### src/rtl/ffa_pkg.sv
// Shared types and constants for the first-fit aligned block allocator.
// Used by ffa_ctrl, ffa_dp and the top level; depends on nothing.
package ffa_pkg;

  // Default table depth and alignment grain (log2 of bytes)
  localparam int unsigned MAX_BLOCKS_DEF  = 16;
  localparam int unsigned ALIGN_SHIFT_DEF = 8;

  // Field widths fixed by the item format
  localparam int unsigned DATA_W   = 32;
  localparam int unsigned STATUS_W = 3;
  localparam int unsigned IN_TDATA_W  = 64;
  localparam int unsigned OUT_TDATA_W = 32;

  // Result status codes
  typedef enum logic [STATUS_W-1:0] {
    STAT_OK        = 3'd0,
    STAT_NO_SPACE  = 3'd1,
    STAT_EMPTY     = 3'd2,
    STAT_NOT_FOUND = 3'd3,
    STAT_FULL      = 3'd4
  } ffa_status_t;

  // Request kinds
  typedef enum logic {
    MODE_ALLOC = 1'b0,
    MODE_FREE  = 1'b1
  } ffa_mode_t;

  // Controller states
  typedef enum logic [3:0] {
    S_IDLE,
    S_DISPATCH,
    S_RD,
    S_CHK,
    S_ALIGN,
    S_TAIL,
    S_SHIFT,
    S_SH_RD,
    S_SH_WR,
    S_PUT,
    S_RM_TEST,
    S_RM_RD,
    S_RM_WR,
    S_RESP
  } ffa_state_t;

  // Table read address source
  typedef enum logic [1:0] {
    RSEL_IDX,
    RSEL_KM1,
    RSEL_KP1
  } ffa_rsel_t;

  // Commands from controller to datapath
  typedef struct packed {
    logic        load;        // capture the accepted item
    logic        idx_clr;
    logic        idx_inc;
    logic        k_load_cnt;  // shift pointer starts at the entry count
    logic        k_load_idx;  // shift pointer starts at the walk index
    logic        k_dec;
    logic        k_inc;
    ffa_rsel_t   rd_sel;
    logic        wr_en;
    logic        wr_put;      // write the new block at the walk index
    logic        start_zero;
    logic        end_calc;    // end = offset + size of the entry just read
    logic        align;       // start = end rounded up to the grain
    logic        cnt_inc;
    logic        cnt_dec;
    logic        res_set;
    ffa_status_t res_code;
    logic        res_grant;
    logic        emit;        // move the pending result to the output register
  } ffa_cmd_t;

  // Status from datapath to controller
  typedef struct packed {
    logic mode_free;
    logic cnt_zero;
    logic cnt_full;
    logic fit_empty;
    logic fit_next;
    logic fit_tail;
    logic idx_last;
    logic off_match;
    logic k_gt_idx;
    logic k_more;
    logic out_free;
  } ffa_stat_t;

endpackage

### src/rtl/ffa_ram.sv
// Generic single-write, single-read RAM with registered read data.
// Holds the block table; no dependencies.
module ffa_ram #(
  parameter int unsigned WIDTH = 64,
  parameter int unsigned DEPTH = 16
) (
  input  logic                     clk,
  input  logic                     wr_en,
  input  logic [$clog2(DEPTH)-1:0] wr_addr,
  input  logic [WIDTH-1:0]         wr_data,
  input  logic [$clog2(DEPTH)-1:0] rd_addr,
  output logic [WIDTH-1:0]         rd_data
);

  logic [WIDTH-1:0] mem [DEPTH];
  logic [WIDTH-1:0] rd_data_r;

  // Write port and registered read port
  always_ff @(posedge clk) begin
    if (wr_en) begin
      mem[wr_addr] <= wr_data;
    end
    rd_data_r <= mem[rd_addr];
  end

  assign rd_data = rd_data_r;

endmodule

### src/rtl/ffa_dp.sv
// Datapath of the allocator: request, walk and shift registers, fit tests,
// capacity register, result register and the block table RAM. Uses ffa_pkg, ffa_ram.
module ffa_dp #(
  parameter int unsigned MAX_BLOCKS  = ffa_pkg::MAX_BLOCKS_DEF,
  parameter int unsigned ALIGN_SHIFT = ffa_pkg::ALIGN_SHIFT_DEF
) (
  input  logic                               clk,
  input  logic                               rst_n,
  input  ffa_pkg::ffa_cmd_t                  cmd,
  output ffa_pkg::ffa_stat_t                 stat,
  input  logic [ffa_pkg::IN_TDATA_W-1:0]     in_tdata,
  input  logic [0:0]                         in_tuser,
  input  logic                               cfg_valid,
  input  logic [ffa_pkg::DATA_W-1:0]         cfg_data,
  output logic                               out_tvalid,
  input  logic                               out_tready,
  output logic [ffa_pkg::OUT_TDATA_W-1:0]    out_tdata,
  output logic [ffa_pkg::STATUS_W-1:0]       out_tuser
);
  import ffa_pkg::*;

  localparam int unsigned AW  = $clog2(MAX_BLOCKS);
  localparam int unsigned CW  = $clog2(MAX_BLOCKS + 1);
  localparam int unsigned EW  = DATA_W + 1;          // offset + size
  localparam int unsigned SW  = DATA_W + 2;          // aligned start
  localparam int unsigned FW  = SW + 1;              // start + size
  localparam int unsigned RW  = 2 * DATA_W;          // table entry
  localparam logic [SW-1:0] GRAIN_M1 = SW'((64'd1 << ALIGN_SHIFT) - 64'd1);
  localparam logic [CW-1:0] MAX_CNT  = CW'(MAX_BLOCKS);

  // Request and walk registers
  ffa_mode_t           mode_r;
  logic [DATA_W-1:0]   size_r;
  logic [DATA_W-1:0]   off_r;
  logic [DATA_W-1:0]   cap_r;
  logic [CW-1:0]       count_r;
  logic [CW-1:0]       idx_r;
  logic [CW-1:0]       k_r;
  logic [EW-1:0]       end_r;
  logic [SW-1:0]       start_r;
  ffa_status_t         res_code_r;
  logic [DATA_W-1:0]   res_grant_r;
  logic                out_valid_r;
  logic [DATA_W-1:0]   out_grant_r;
  ffa_status_t         out_code_r;

  // Table port signals
  logic [AW-1:0]       rd_addr;
  logic [AW-1:0]       wr_addr;
  logic [RW-1:0]       wr_data;
  logic [RW-1:0]       rd_data;
  logic [DATA_W-1:0]   ent_off;
  logic [DATA_W-1:0]   ent_size;
  logic [CW-1:0]       k_m1;
  logic [CW-1:0]       k_p1;
  logic [SW-1:0]       rnd_sum;
  logic [FW-1:0]       start_plus;

  assign ent_off  = rd_data[DATA_W-1:0];
  assign ent_size = rd_data[RW-1:DATA_W];
  assign k_m1     = k_r - CW'(1);
  assign k_p1     = k_r + CW'(1);

  // Select read address
  always_comb begin
    case (cmd.rd_sel)
      RSEL_IDX: rd_addr = idx_r[AW-1:0];
      RSEL_KM1: rd_addr = k_m1[AW-1:0];
      RSEL_KP1: rd_addr = k_p1[AW-1:0];
      default:  rd_addr = idx_r[AW-1:0];
    endcase
  end

  // Write the new block at the walk index, or move a shifted entry to k
  assign wr_addr = cmd.wr_put ? idx_r[AW-1:0] : k_r[AW-1:0];
  assign wr_data = cmd.wr_put ? {size_r, start_r[DATA_W-1:0]} : rd_data;

  ffa_ram #(
    .WIDTH (RW),
    .DEPTH (MAX_BLOCKS)
  ) u_table (
    .clk     (clk),
    .wr_en   (cmd.wr_en),
    .wr_addr (wr_addr),
    .wr_data (wr_data),
    .rd_addr (rd_addr),
    .rd_data (rd_data)
  );

  // Fit tests and walk status
  assign rnd_sum    = SW'(end_r) + GRAIN_M1;
  assign start_plus = FW'(start_r) + FW'(size_r);

  always_comb begin
    stat.mode_free = (mode_r == MODE_FREE);
    stat.cnt_zero  = (count_r == '0);
    stat.cnt_full  = (count_r >= MAX_CNT);
    stat.fit_empty = (size_r <= cap_r);
    stat.fit_next  = (idx_r != '0) && (start_plus <= FW'(ent_off));
    stat.fit_tail  = (start_plus <= FW'(cap_r));
    stat.idx_last  = ({1'b0, idx_r} + (CW+1)'(1)) == {1'b0, count_r};
    stat.off_match = (ent_off == off_r);
    stat.k_gt_idx  = (k_r > idx_r);
    stat.k_more    = ({1'b0, k_r} + (CW+1)'(1)) < {1'b0, count_r};
    stat.out_free  = !out_valid_r || out_tready;
  end

  // Control registers: capacity, entry count, output valid
  always_ff @(posedge clk) begin
    if (!rst_n) begin
      cap_r       <= '0;
      count_r     <= '0;
      out_valid_r <= 1'b0;
    end else begin
      if (cfg_valid) begin
        cap_r <= cfg_data;
      end
      if (cmd.cnt_inc) begin
        count_r <= count_r + CW'(1);
      end else if (cmd.cnt_dec) begin
        count_r <= count_r - CW'(1);
      end
      if (cmd.emit) begin
        out_valid_r <= 1'b1;
      end else if (out_tready) begin
        out_valid_r <= 1'b0;
      end
    end
  end

  // Payload registers: request, walk pointers, candidate start, results
  always_ff @(posedge clk) begin
    if (cmd.load) begin
      mode_r <= ffa_mode_t'(in_tuser[0]);
      size_r <= in_tdata[DATA_W-1:0];
      off_r  <= in_tdata[IN_TDATA_W-1:DATA_W];
    end
    if (cmd.idx_clr) begin
      idx_r <= '0;
    end else if (cmd.idx_inc) begin
      idx_r <= idx_r + CW'(1);
    end
    if (cmd.k_load_cnt) begin
      k_r <= count_r;
    end else if (cmd.k_load_idx) begin
      k_r <= idx_r;
    end else if (cmd.k_dec) begin
      k_r <= k_m1;
    end else if (cmd.k_inc) begin
      k_r <= k_p1;
    end
    if (cmd.end_calc) begin
      end_r <= EW'(ent_off) + EW'(ent_size);
    end
    if (cmd.start_zero) begin
      start_r <= '0;
    end else if (cmd.align) begin
      start_r <= (rnd_sum >> ALIGN_SHIFT) << ALIGN_SHIFT;
    end
    if (cmd.res_set) begin
      res_code_r  <= cmd.res_code;
      res_grant_r <= cmd.res_grant ? start_r[DATA_W-1:0] : '0;
    end
    if (cmd.emit) begin
      out_code_r  <= res_code_r;
      out_grant_r <= res_grant_r;
    end
  end

  assign out_tvalid = out_valid_r;
  assign out_tdata  = out_grant_r;
  assign out_tuser  = out_code_r;

endmodule

### src/rtl/ffa_ctrl.sv
// Controller state machine of the allocator: sequences the table walk,
// the entry shifts and the result hand-off. Uses ffa_pkg.
module ffa_ctrl (
  input  logic               clk,
  input  logic               rst_n,
  input  logic               in_tvalid,
  output logic               in_tready,
  input  ffa_pkg::ffa_stat_t stat,
  output ffa_pkg::ffa_cmd_t  cmd
);
  import ffa_pkg::*;

  ffa_state_t state_r;
  ffa_state_t state_nxt;

  // State register
  always_ff @(posedge clk) begin
    if (!rst_n) begin
      state_r <= S_IDLE;
    end else begin
      state_r <= state_nxt;
    end
  end

  // Next state and commands
  always_comb begin
    state_nxt    = state_r;
    cmd          = '0;
    cmd.rd_sel   = RSEL_IDX;
    cmd.res_code = STAT_OK;
    in_tready    = 1'b0;
    case (state_r)
      S_IDLE: begin
        in_tready = 1'b1;
        if (in_tvalid) begin
          cmd.load  = 1'b1;
          state_nxt = S_DISPATCH;
        end
      end
      S_DISPATCH: begin
        if (stat.mode_free) begin
          if (stat.cnt_zero) begin
            cmd.res_set  = 1'b1;
            cmd.res_code = STAT_EMPTY;
            state_nxt    = S_RESP;
          end else begin
            cmd.idx_clr = 1'b1;
            state_nxt   = S_RD;
          end
        end else if (stat.cnt_zero) begin
          if (stat.fit_empty) begin
            cmd.start_zero = 1'b1;
            cmd.idx_clr    = 1'b1;
            cmd.k_load_cnt = 1'b1;
            state_nxt      = S_SHIFT;
          end else begin
            cmd.res_set  = 1'b1;
            cmd.res_code = STAT_NO_SPACE;
            state_nxt    = S_RESP;
          end
        end else if (stat.cnt_full) begin
          cmd.res_set  = 1'b1;
          cmd.res_code = STAT_FULL;
          state_nxt    = S_RESP;
        end else begin
          cmd.idx_clr = 1'b1;
          state_nxt   = S_RD;
        end
      end
      // Fetch the entry at the walk index
      S_RD: begin
        cmd.rd_sel = RSEL_IDX;
        state_nxt  = S_CHK;
      end
      S_CHK: begin
        if (stat.mode_free) begin
          if (stat.off_match) begin
            cmd.k_load_idx = 1'b1;
            state_nxt      = S_RM_TEST;
          end else if (stat.idx_last) begin
            cmd.res_set  = 1'b1;
            cmd.res_code = STAT_NOT_FOUND;
            state_nxt    = S_RESP;
          end else begin
            cmd.idx_inc = 1'b1;
            state_nxt   = S_RD;
          end
        end else if (stat.fit_next) begin
          cmd.k_load_cnt = 1'b1;
          state_nxt      = S_SHIFT;
        end else begin
          cmd.end_calc = 1'b1;
          state_nxt    = S_ALIGN;
        end
      end
      // Round the block end up to form the next candidate
      S_ALIGN: begin
        cmd.align   = 1'b1;
        cmd.idx_inc = 1'b1;
        state_nxt   = stat.idx_last ? S_TAIL : S_RD;
      end
      S_TAIL: begin
        if (stat.fit_tail) begin
          cmd.k_load_cnt = 1'b1;
          state_nxt      = S_SHIFT;
        end else begin
          cmd.res_set  = 1'b1;
          cmd.res_code = STAT_NO_SPACE;
          state_nxt    = S_RESP;
        end
      end
      // Open a slot at the walk index, moving entries up one by one
      S_SHIFT: begin
        state_nxt = stat.k_gt_idx ? S_SH_RD : S_PUT;
      end
      S_SH_RD: begin
        cmd.rd_sel = RSEL_KM1;
        state_nxt  = S_SH_WR;
      end
      S_SH_WR: begin
        cmd.wr_en = 1'b1;
        cmd.k_dec = 1'b1;
        state_nxt = S_SHIFT;
      end
      S_PUT: begin
        cmd.wr_en     = 1'b1;
        cmd.wr_put    = 1'b1;
        cmd.cnt_inc   = 1'b1;
        cmd.res_set   = 1'b1;
        cmd.res_code  = STAT_OK;
        cmd.res_grant = 1'b1;
        state_nxt     = S_RESP;
      end
      // Close the gap left by a freed entry, moving entries down
      S_RM_TEST: begin
        if (stat.k_more) begin
          state_nxt = S_RM_RD;
        end else begin
          cmd.cnt_dec  = 1'b1;
          cmd.res_set  = 1'b1;
          cmd.res_code = STAT_OK;
          state_nxt    = S_RESP;
        end
      end
      S_RM_RD: begin
        cmd.rd_sel = RSEL_KP1;
        state_nxt  = S_RM_WR;
      end
      S_RM_WR: begin
        cmd.wr_en = 1'b1;
        cmd.k_inc = 1'b1;
        state_nxt = S_RM_TEST;
      end
      // Hand the result over once the output register is free
      S_RESP: begin
        if (stat.out_free) begin
          cmd.emit  = 1'b1;
          state_nxt = S_IDLE;
        end
      end
      default: begin
        state_nxt = S_IDLE;
      end
    endcase
  end

endmodule

### src/rtl/first_fit_aligned_block_allocator.sv
// First-fit aligned block allocator. Keeps up to MAX_BLOCKS allocated blocks
// (offset, size), sorted by offset, in a pool whose size is written on the cfg
// channel. An allocate item walks the table and grants the first gap that
// starts at a block end rounded up to 2^ALIGN_SHIFT bytes, or offset 0 when the
// table is empty; a free item removes the first block with the given offset.
// Every item gives one result item. One item is processed at a time: an
// allocate reads, checks and aligns each table entry it walks, then moves
// entries up one by one to open the slot and places the block; a free reads
// and compares each entry, then moves the later entries down. Every table
// read goes through the registered read port of the table RAM. A finished
// result waits in the output register while the next item is accepted.
module first_fit_aligned_block_allocator #(
  parameter int unsigned MAX_BLOCKS  = ffa_pkg::MAX_BLOCKS_DEF,
  parameter int unsigned ALIGN_SHIFT = ffa_pkg::ALIGN_SHIFT_DEF
) (
  input  logic                            clk,
  input  logic                            rst_n,
  // Input items
  input  logic                            in_tvalid,
  output logic                            in_tready,
  input  logic [ffa_pkg::IN_TDATA_W-1:0]  in_tdata,   // [31:0] request_size, [63:32] block_offset
  input  logic [0:0]                      in_tuser,   // [0] mode
  // Result items
  output logic                            out_tvalid,
  input  logic                            out_tready,
  output logic [ffa_pkg::OUT_TDATA_W-1:0] out_tdata,  // [31:0] granted_offset
  output logic [ffa_pkg::STATUS_W-1:0]    out_tuser,  // [2:0] status
  // Capacity register write
  input  logic                            cfg_valid,
  output logic                            cfg_ready,
  input  logic [ffa_pkg::DATA_W-1:0]      cfg_data
);
  import ffa_pkg::*;

  ffa_cmd_t  cmd;
  ffa_stat_t stat;

  // Capacity writes are always taken
  assign cfg_ready = 1'b1;

  ffa_ctrl u_ctrl (
    .clk       (clk),
    .rst_n     (rst_n),
    .in_tvalid (in_tvalid),
    .in_tready (in_tready),
    .stat      (stat),
    .cmd       (cmd)
  );

  ffa_dp #(
    .MAX_BLOCKS  (MAX_BLOCKS),
    .ALIGN_SHIFT (ALIGN_SHIFT)
  ) u_dp (
    .clk        (clk),
    .rst_n      (rst_n),
    .cmd        (cmd),
    .stat       (stat),
    .in_tdata   (in_tdata),
    .in_tuser   (in_tuser),
    .cfg_valid  (cfg_valid),
    .cfg_data   (cfg_data),
    .out_tvalid (out_tvalid),
    .out_tready (out_tready),
    .out_tdata  (out_tdata),
    .out_tuser  (out_tuser)
  );

endmodule

### config.mk
export PLATFORM = sky130hd
export DESIGN_NAME = first_fit_aligned_block_allocator
export DESIGN_NICKNAME = d
export VERILOG_FILES = /design/src/rtl/ffa_pkg.sv /design/src/rtl/ffa_ram.sv /design/src/rtl/ffa_dp.sv /design/src/rtl/ffa_ctrl.sv /design/src/rtl/first_fit_aligned_block_allocator.sv
export SDC_FILE = /design/constraint.sdc
export NUM_CORES = 2
export LEC_CHECK = 0
export BUFFER_PORTS_ARGS = -buffer_cell sky130_fd_sc_hd__clkbuf_2
export CORE_MARGIN = 4
export CORE_UTILIZATION = 56
export DETAILED_ROUTE_END_ITERATION = 12
export GPL_ROUTABILITY_DRIVEN = 0
export PLACE_DENSITY = 0.75
export SLEW_MARGIN = 40
export SYNTH_ARGS = -nofsm -noshare
export SYNTH_HDL_FRONTEND = slang
export SYNTH_SLANG_ARGS = --single-unit
### constraint.sdc
create_clock -name clk -period 4.8 [get_ports clk]
set_clock_uncertainty 0.15 [all_clocks]
set_input_delay 0.48 -clock clk [delete_from_list [all_inputs] [get_ports clk]]
set_output_delay 0.48 -clock clk [all_outputs]
set_load 0.005 [all_outputs]
### Word-level counts from Yosys, hierarchy flattened

Memory sizes are Yosys's and may differ from the RTL's. A register that Yosys moved wholly into a read port is not among the register bits.
Index checks and enable logic that the tools add are counted.
W data, S select, Z words.

* register bits after elaboration: 230
* RAM bits: 1024
* input port bits: 102
* output and inout port bits: 38
* memories kept: 1

* add/sub/neg operators: 10
* magnitude comparators: 6
* equal/unequal tests: 19
* multiplexer cells: 75
* reductions and logical operators: 11

Memory list
* u_dp.u_table.mem: depth 16, bits a word 64, read ports 1, clocked after memory_dff 1, write ports 1, RTL line ffa_ram.sv:15 `logic [WIDTH-1:0] mem [DEPTH];`

Operators with widths (count)
* $mux W4: 22
* $le A35 B32 Y1: 2
* $mux W64: 1
* $pmux W4 S14: 1
* $mux W1: 36
* $add A34 B32 Y35: 1
* $mux W5: 7
* $add A33 B8 Y34 const B: 1
* $add A32 B32 Y33: 1
* $eq A32 B32 Y1: 1
* $le A32 B32 Y1: 1
* $eq A4 B4 Y1 const B: 6
* $pmux W4 S5: 1
* $eq A4 B3 Y1 const B: 4
* $add A5 B1 Y5 const B: 3
* $add A5 B1 Y6 const B: 2
* $sub A5 B1 Y5 const B: 2
* $eq A4 B2 Y1 const B: 2
* $pmux W4 S2: 1
* $eq A6 B5 Y1: 1
* $lt A6 B5 Y1: 1
* $mux W3: 2
* $ge A5 B5 Y1 const B: 1
* $gt A5 B5 Y1: 1
* other kinds (18): 20

### Logic depth before layout (Yosys ltp)

* word-level depth: 7
* mapped depth: 23
* depth with buffers taken out: 22

### Hierarchy

Synthesis repeated with hierarchy kept, for this count alone.

* cells, all modules: 3224
* area, all modules: 55019.0 um^2

By module, submodules not included
* ffa_ram: instances 1, cells an instance 1647, area an instance 39581.7 um^2
* ffa_dp: instances 1, cells an instance 1474, area an instance 14736.6 um^2
* ffa_ctrl: instances 1, cells an instance 101, area an instance 689.4 um^2
* first_fit_aligned_block_allocator: instances 1, cells an instance 2, area an instance 11.3 um^2

### Least setup slack after synthesis

OpenSTA, ideal clock, no wires.

* path kind: reg2reg
* start point: register u_dp.size_r[9]
* end point: register u_dp.res_code_r[0] (enable)
* setup time: 596 ps
* arrival time: 4604 ps
* data required time: 4054 ps
* slack: -550 ps
* cell stages (with the launch flop): 19
* path buffers: 0
* clock period less this slack: 5350 ps
* cell sequence: edfxtp_1 > ha_1 > a211oi_1 > o211ai_1 > a41oi_1 > o21ai_0 > o41a_1 > a31oi_1 > o21ai_0 > a21oi_1 > xnor2_1 > ha_1 > nand4_1 > nor3_1 > nand2_1 > o32ai_1 > a21oi_1 > o211ai_1 > o2111ai_1

RTL lines
* start: declaration: RTL line ffa_dp.sv:33 `logic [DATA_W-1:0] size_r;`
* start signal: assignment: RTL line ffa_dp.sv:135 `size_r <= in_tdata[DATA_W-1:0];`
* end signal: assignment: RTL line ffa_dp.sv:161 `res_code_r <= cmd.res_code;`
* end: declaration: RTL line ffa_dp.sv:41 `ffa_status_t res_code_r;`

### Worst setup path in the final report

* start point: register u_dp.size_r[9]
* end point: register u_dp.k_r[2] (enable)

* word-level cells in the longest chain between the ends: 7
* elaborated cells between the ends (all ways): 13
* classes of those cells: add/sub (1); order compare (3); mux (7); reduce/logical (2)

Ends and longest elaborated chain
* $add A34 B32 Y35: RTL line ffa_dp.sv:92 `assign start_plus = FW'(start_r) + FW'(size_r);`
* $le A35 B32 Y1: RTL line ffa_dp.sv:99 `stat.fit_next = (idx_r != '0) && (start_plus <= FW'(ent_off));`
* $logic_and A1 B1 Y1: RTL line ffa_dp.sv:99
* $mux W1: RTL line ffa_ctrl.sv:88 `end else if (stat.fit_next) begin`
* $mux W1: RTL line ffa_ctrl.sv:76 `if (stat.mode_free) begin`
* $pmux W1 S3 (*): RTL line ffa_ctrl.sv:32 `case (state_r)`
* $reduce_bool A4 Y1 (no line) (*)
* end signal: assignment: RTL line ffa_dp.sv:146 `k_r <= idx_r;`
* end signal: assignment: RTL line ffa_dp.sv:148 `k_r <= k_m1;`
* end signal: assignment: RTL line ffa_dp.sv:150 `k_r <= k_p1;`
* end: declaration: RTL line ffa_dp.sv:38 `logic [CW-1:0] k_r;`

Mark *: on every way between the ends. The rest lies on a longest branch, timed or not.
A chain may end at the register's enable or synchronous reset.

==> results.yml <==
worst_setup_path:
  start_kind: "flip-flop"
  critPathKind: "reg2reg"
  required_ps: 5110
  end_kind: "flip-flop"
  worstPathMaxFanout: 5
  reg2reg_depth: 21
  critPathArrivalTime_ps: 5280
  critPathMaxStageDelay_ps: 470
  crit_family: "compound AO/OA/AOI/OAI gates"
  cp_slowest_cell: "o41a_1"
  r2r-end: "u_dp.k_r[2]"
  path_buf_inv: 4
  cp_cell_sequence: "ha_4, a211oi_4, o211ai_1, a41oi_2, o21ai_2, o41a_1, a31oi_2, buf_4, buf_4, xnor2_2, ha_1, nand4_1, or2_2, buf_4, nor3_2, a41o_1, a21oi_2, nor2_1, a221oi_1, o21ai_1, buf_4"
  reg2reg_slack_ps: -170
  critPathMostFrequentCell: "buf_4"
  timing.rr.start: "u_dp.size_r[9]"
final_layout:
  fin_area_um2: 64400
  drive_above_1_share_pct: 21.5
  nNetsFinal: 3947
  area_growth_syn_to_layout_pct: 16.3
  final_core_util_pct: 65.5
placement:
  placed_area_um2: 58600
  post-place-ws_ps: -271
  portBuffers: 130
  hpwlAfterDp_um: 88600
die:
  start_util_pct: 56.3
  die_h_um: 322
  io_pins: 140
  die_x_um: 322
  die_area_um2: 104000
  fp.coreArea_um2: 98300
  fp-row-count: 115
drt:
  vias: 32414
  viasPerCell: 6.38
  ant_nets: 0
  wl_per_cell_um: 28.5
  drt_iter0_drc: 4352
  drc_errors: 0
  dr.pass1.iters: 5
  drt-total-wl_um: 145000
yosys:
  ys.flop_type: "edfxtp_1"
  synthArstFlopShare_pct: 0
  synth.avg_cell_area_um2: 16.7
  netlist_instances: 3309
  yosys_warnings: 0
  yosysSeqAreaShare_pct: 69.0
  synth_edf_count: 1181
  ys_ff_latch: 1318
  synth_cell_types: 72
  syn-cell-area_um2: 55400
min_path:
  min_to: "u_dp.out_tvalid"
  whs_path_depth: 3
  hold_path.class: "in2reg"
  hold_path_startpoint: "out_tready"
global_route:
  grt.overflow.total: 0
  grt-busiest-layer: "met2"
  grt_pass1_vias: 31930
  grt_pass1_wl_um: 211000
  grt_util_met3_pct: 5.23
  grtUsageTotal_pct: 27.9
  use_met2_pct: 43.3
  antenna_found_initial: 4
  grt_util_met1_pct: 39.9
  grt_max_degree: 129
timing:
  max_freq_mhz: 201
  slew_violations: 0
  layout_setup_ws_ps: -174
  setup_viol: 52
  relSlewSlack_pct: 20.6
  hold_violations: 0
  fin_crit_sh_pct: 104
  rsz0062_at_grt: "true"
  fin_crit_ps: 4970
  worst_pin_slew_ps: 1170
clock_network:
  clkLatencyLatePin_ps: 740
  ctsLongestPathBuffers: 3
  cts-root-buf: "clkbuf_16"
  path_clk_slew_ps: 70
  cts_inserted_buffers: 134
  htreeDepth: 4
  cts_tree: "built"
  cts.sinks: 1318
run:
  drv_cap: 0
pwr:
  power_density_nw_per_um2: 652
  peakVddDrop_uv: 366
  power_leakage_nw: 22.4
outcome:
  status: "finished, violations left"
  violations: "negative setup slack"
## state kept, by name, indices dropped and copies added (netlist names), 5 cells and up
name                  flops
u_dp.count_r              5
u_dp.idx_r                5
u_dp.off_r               32
u_dp.u_table.rd_data     64
u_dp.start_r             26
u_dp.cap_r               32
u_dp.end_r               33
u_dp.out_tdata           24
u_dp.k_r                  5
u_dp.u_table.mem       1024
u_dp.size_r              32
u_dp.res_grant_r         24
## power breakdown
part	total, W	switching, W	internal [W]	leakage (nW)
logic	0.0151	0.00882	0.00631	8.57
clock network	0.0102	0.00428	0.00592	2.08
registers	0.0167	0.00123	0.0155	11.8
total	0.0420	0.0143	0.0277	22.4
## cell usage after synthesis, types with 4 or more instances
cell / n / area (um2)
a2111oi_0: 6 / 52.6
a211oi_1: 100 / 751
a21boi_0: 6 / 45.0
a21o_1: 59 / 443
a21oi_1: 156 / 781
a221oi_1: 5 / 43.8
a31oi_1: 18 / 113
and2_1: 8 / 50.1
and3_1: 33 / 206
buf_1: 21 / 78.8
buf_2: 30 / 150
buf_4: 10 / 75.1
clkbuf_1: 90 / 338
dfxtp_1: 137 / 2740
edfxtp_1: 1181 / 35500
ha_1: 162 / 2030
inv_1: 107 / 402
mux2i_1: 106 / 1060
mux4_2: 256 / 5770
nand2_1: 156 / 586
nand2b_1: 25 / 156
nand3_1: 28 / 140
nand4_1: 36 / 225
nor2_1: 168 / 631
nor2b_1: 89 / 557
nor3_1: 30 / 150
nor4_1: 4 / 25.0
o2111ai_1: 4 / 35.0
o211ai_1: 13 / 97.6
o21a_1: 16 / 120
o21ai_0: 49 / 245
xnor2_1: 92 / 806
xor2_1: 32 / 280
## worst max path at each step
stage | slack, ps | endpoint | from | cells after the start
final | -170 | u_dp.k_r[2] | u_dp.size_r[9] | 21
after global routing | -330 | u_dp.k_r[3] | u_dp.size_r[9] | 20
after CTS | 10 | u_dp.k_r[0] | u_dp.size_r[9] | 20
after detailed placement | -270 | u_dp.res_grant_r[17] | u_dp.size_r[9] | 20
after global placement | -250 | u_dp.res_grant_r[25] | u_dp.size_r[9] | 20
after floorplan | -3 | u_dp.u_table.mem[0][0] | u_ctrl.state_r[3] | 8
## worst reg2reg max path, stage by stage, from the launching register on
cell	delay, ps
edfxtp_1	440
ha_4	280
a211oi_4	240
o211ai_1	180
a41oi_2	300
o21ai_2	100
o41a_1	470
a31oi_2	240
buf_4	130
buf_4	100
xnor2_2	70
ha_1	310
nand4_1	70
or2_2	300
buf_4	140
nor3_2	150
a41o_1	210
a21oi_2	50
nor2_1	240
a221oi_1	140
o21ai_1	200
buf_4	180
## logic make-up after synthesis
kind of cell               after synthesis  share of synthesized area [%]
adders and majority gates              165                           3.77
AOI/OAI and AO/OA                      478                           5.69
DFF                                   1318                           69.0
muxes                                  364                           12.4
buffers and inverters                  259                           1.91
xor gates and xnor gates               124                           1.96
other                                    2                         0.0136
and+or+nand+nor                        599                           5.27
## placed cells by master (no fill, tap or decap), types with 90 or more instances in the layout
cell type | synthesis | final
a21oi_1 | 156 | 145
mux2i_1 | 106 | 106
a211oi_1 | 100 | 98
ha_1 | 162 | 159
inv_1 | 107 | 106
xnor2_1 | 92 | 90
nand2_1 | 156 | 156
mux4_2 | 256 | 256
clkbuf_2 | 0 | 129
dfxtp_1 | 137 | 137
nor2_1 | 168 | 143
buf_4 | 10 | 110
clkbuf_16 | 0 | 140
edfxtp_1 | 1181 | 1181
dlygate4sd3_1 | 0 | 98
## final cells by class
type | count | area (um2)
Sequential cell | 1318 | 38200
Tap cell | 1287 | 1610
Antenna cell | 1 | 2.50
Timing Repair Buffer | 380 | 3270
Clock buffer | 185 | 3670
Inverter | 107 | 402
Fill cell | 6469 | 33900
Multi-Input combinational cell | 1739 | 16600
Clock inverter | 60 | 646
## layer usage
metal / vias up / wire [um]
met5: - / 15
met4: 2 / 5990
met3: 300 / 15300
met2: 1921 / 67300
met1: 16438 / 56300
li1: 13753 / -
## per-stage QoR
step / total power [W] / TNS (ps) / instances / hold slack [ps]
2_1_floorplan: 0.0263 / -797 / 3316 / 250
3_3_place_gp: 0.0306 / -8710 / 4712 / 253
3_5_place_dp: 0.0310 / -9730 / 4717 / 255
4_1_cts: 0.0413 / 0 / 5063 / 7.62
5_1_grt: 0.0440 / -16240 / 5077 / 30.4
6_report: 0.0420 / -5630 / 5077 / 59.6
## what timing repair did
action | CTS | global route
setup endpoints to repair | 74 | 74
buffers inserted | 3 | 9
cloned | 0 | 5
resized for setup | 11 | 39
hold endpoints to repair | 100 | 0
pin swaps | 9 | 27
hold buffers | 98 | 0
No activity file was read; power rests on OpenSTA's default activity.
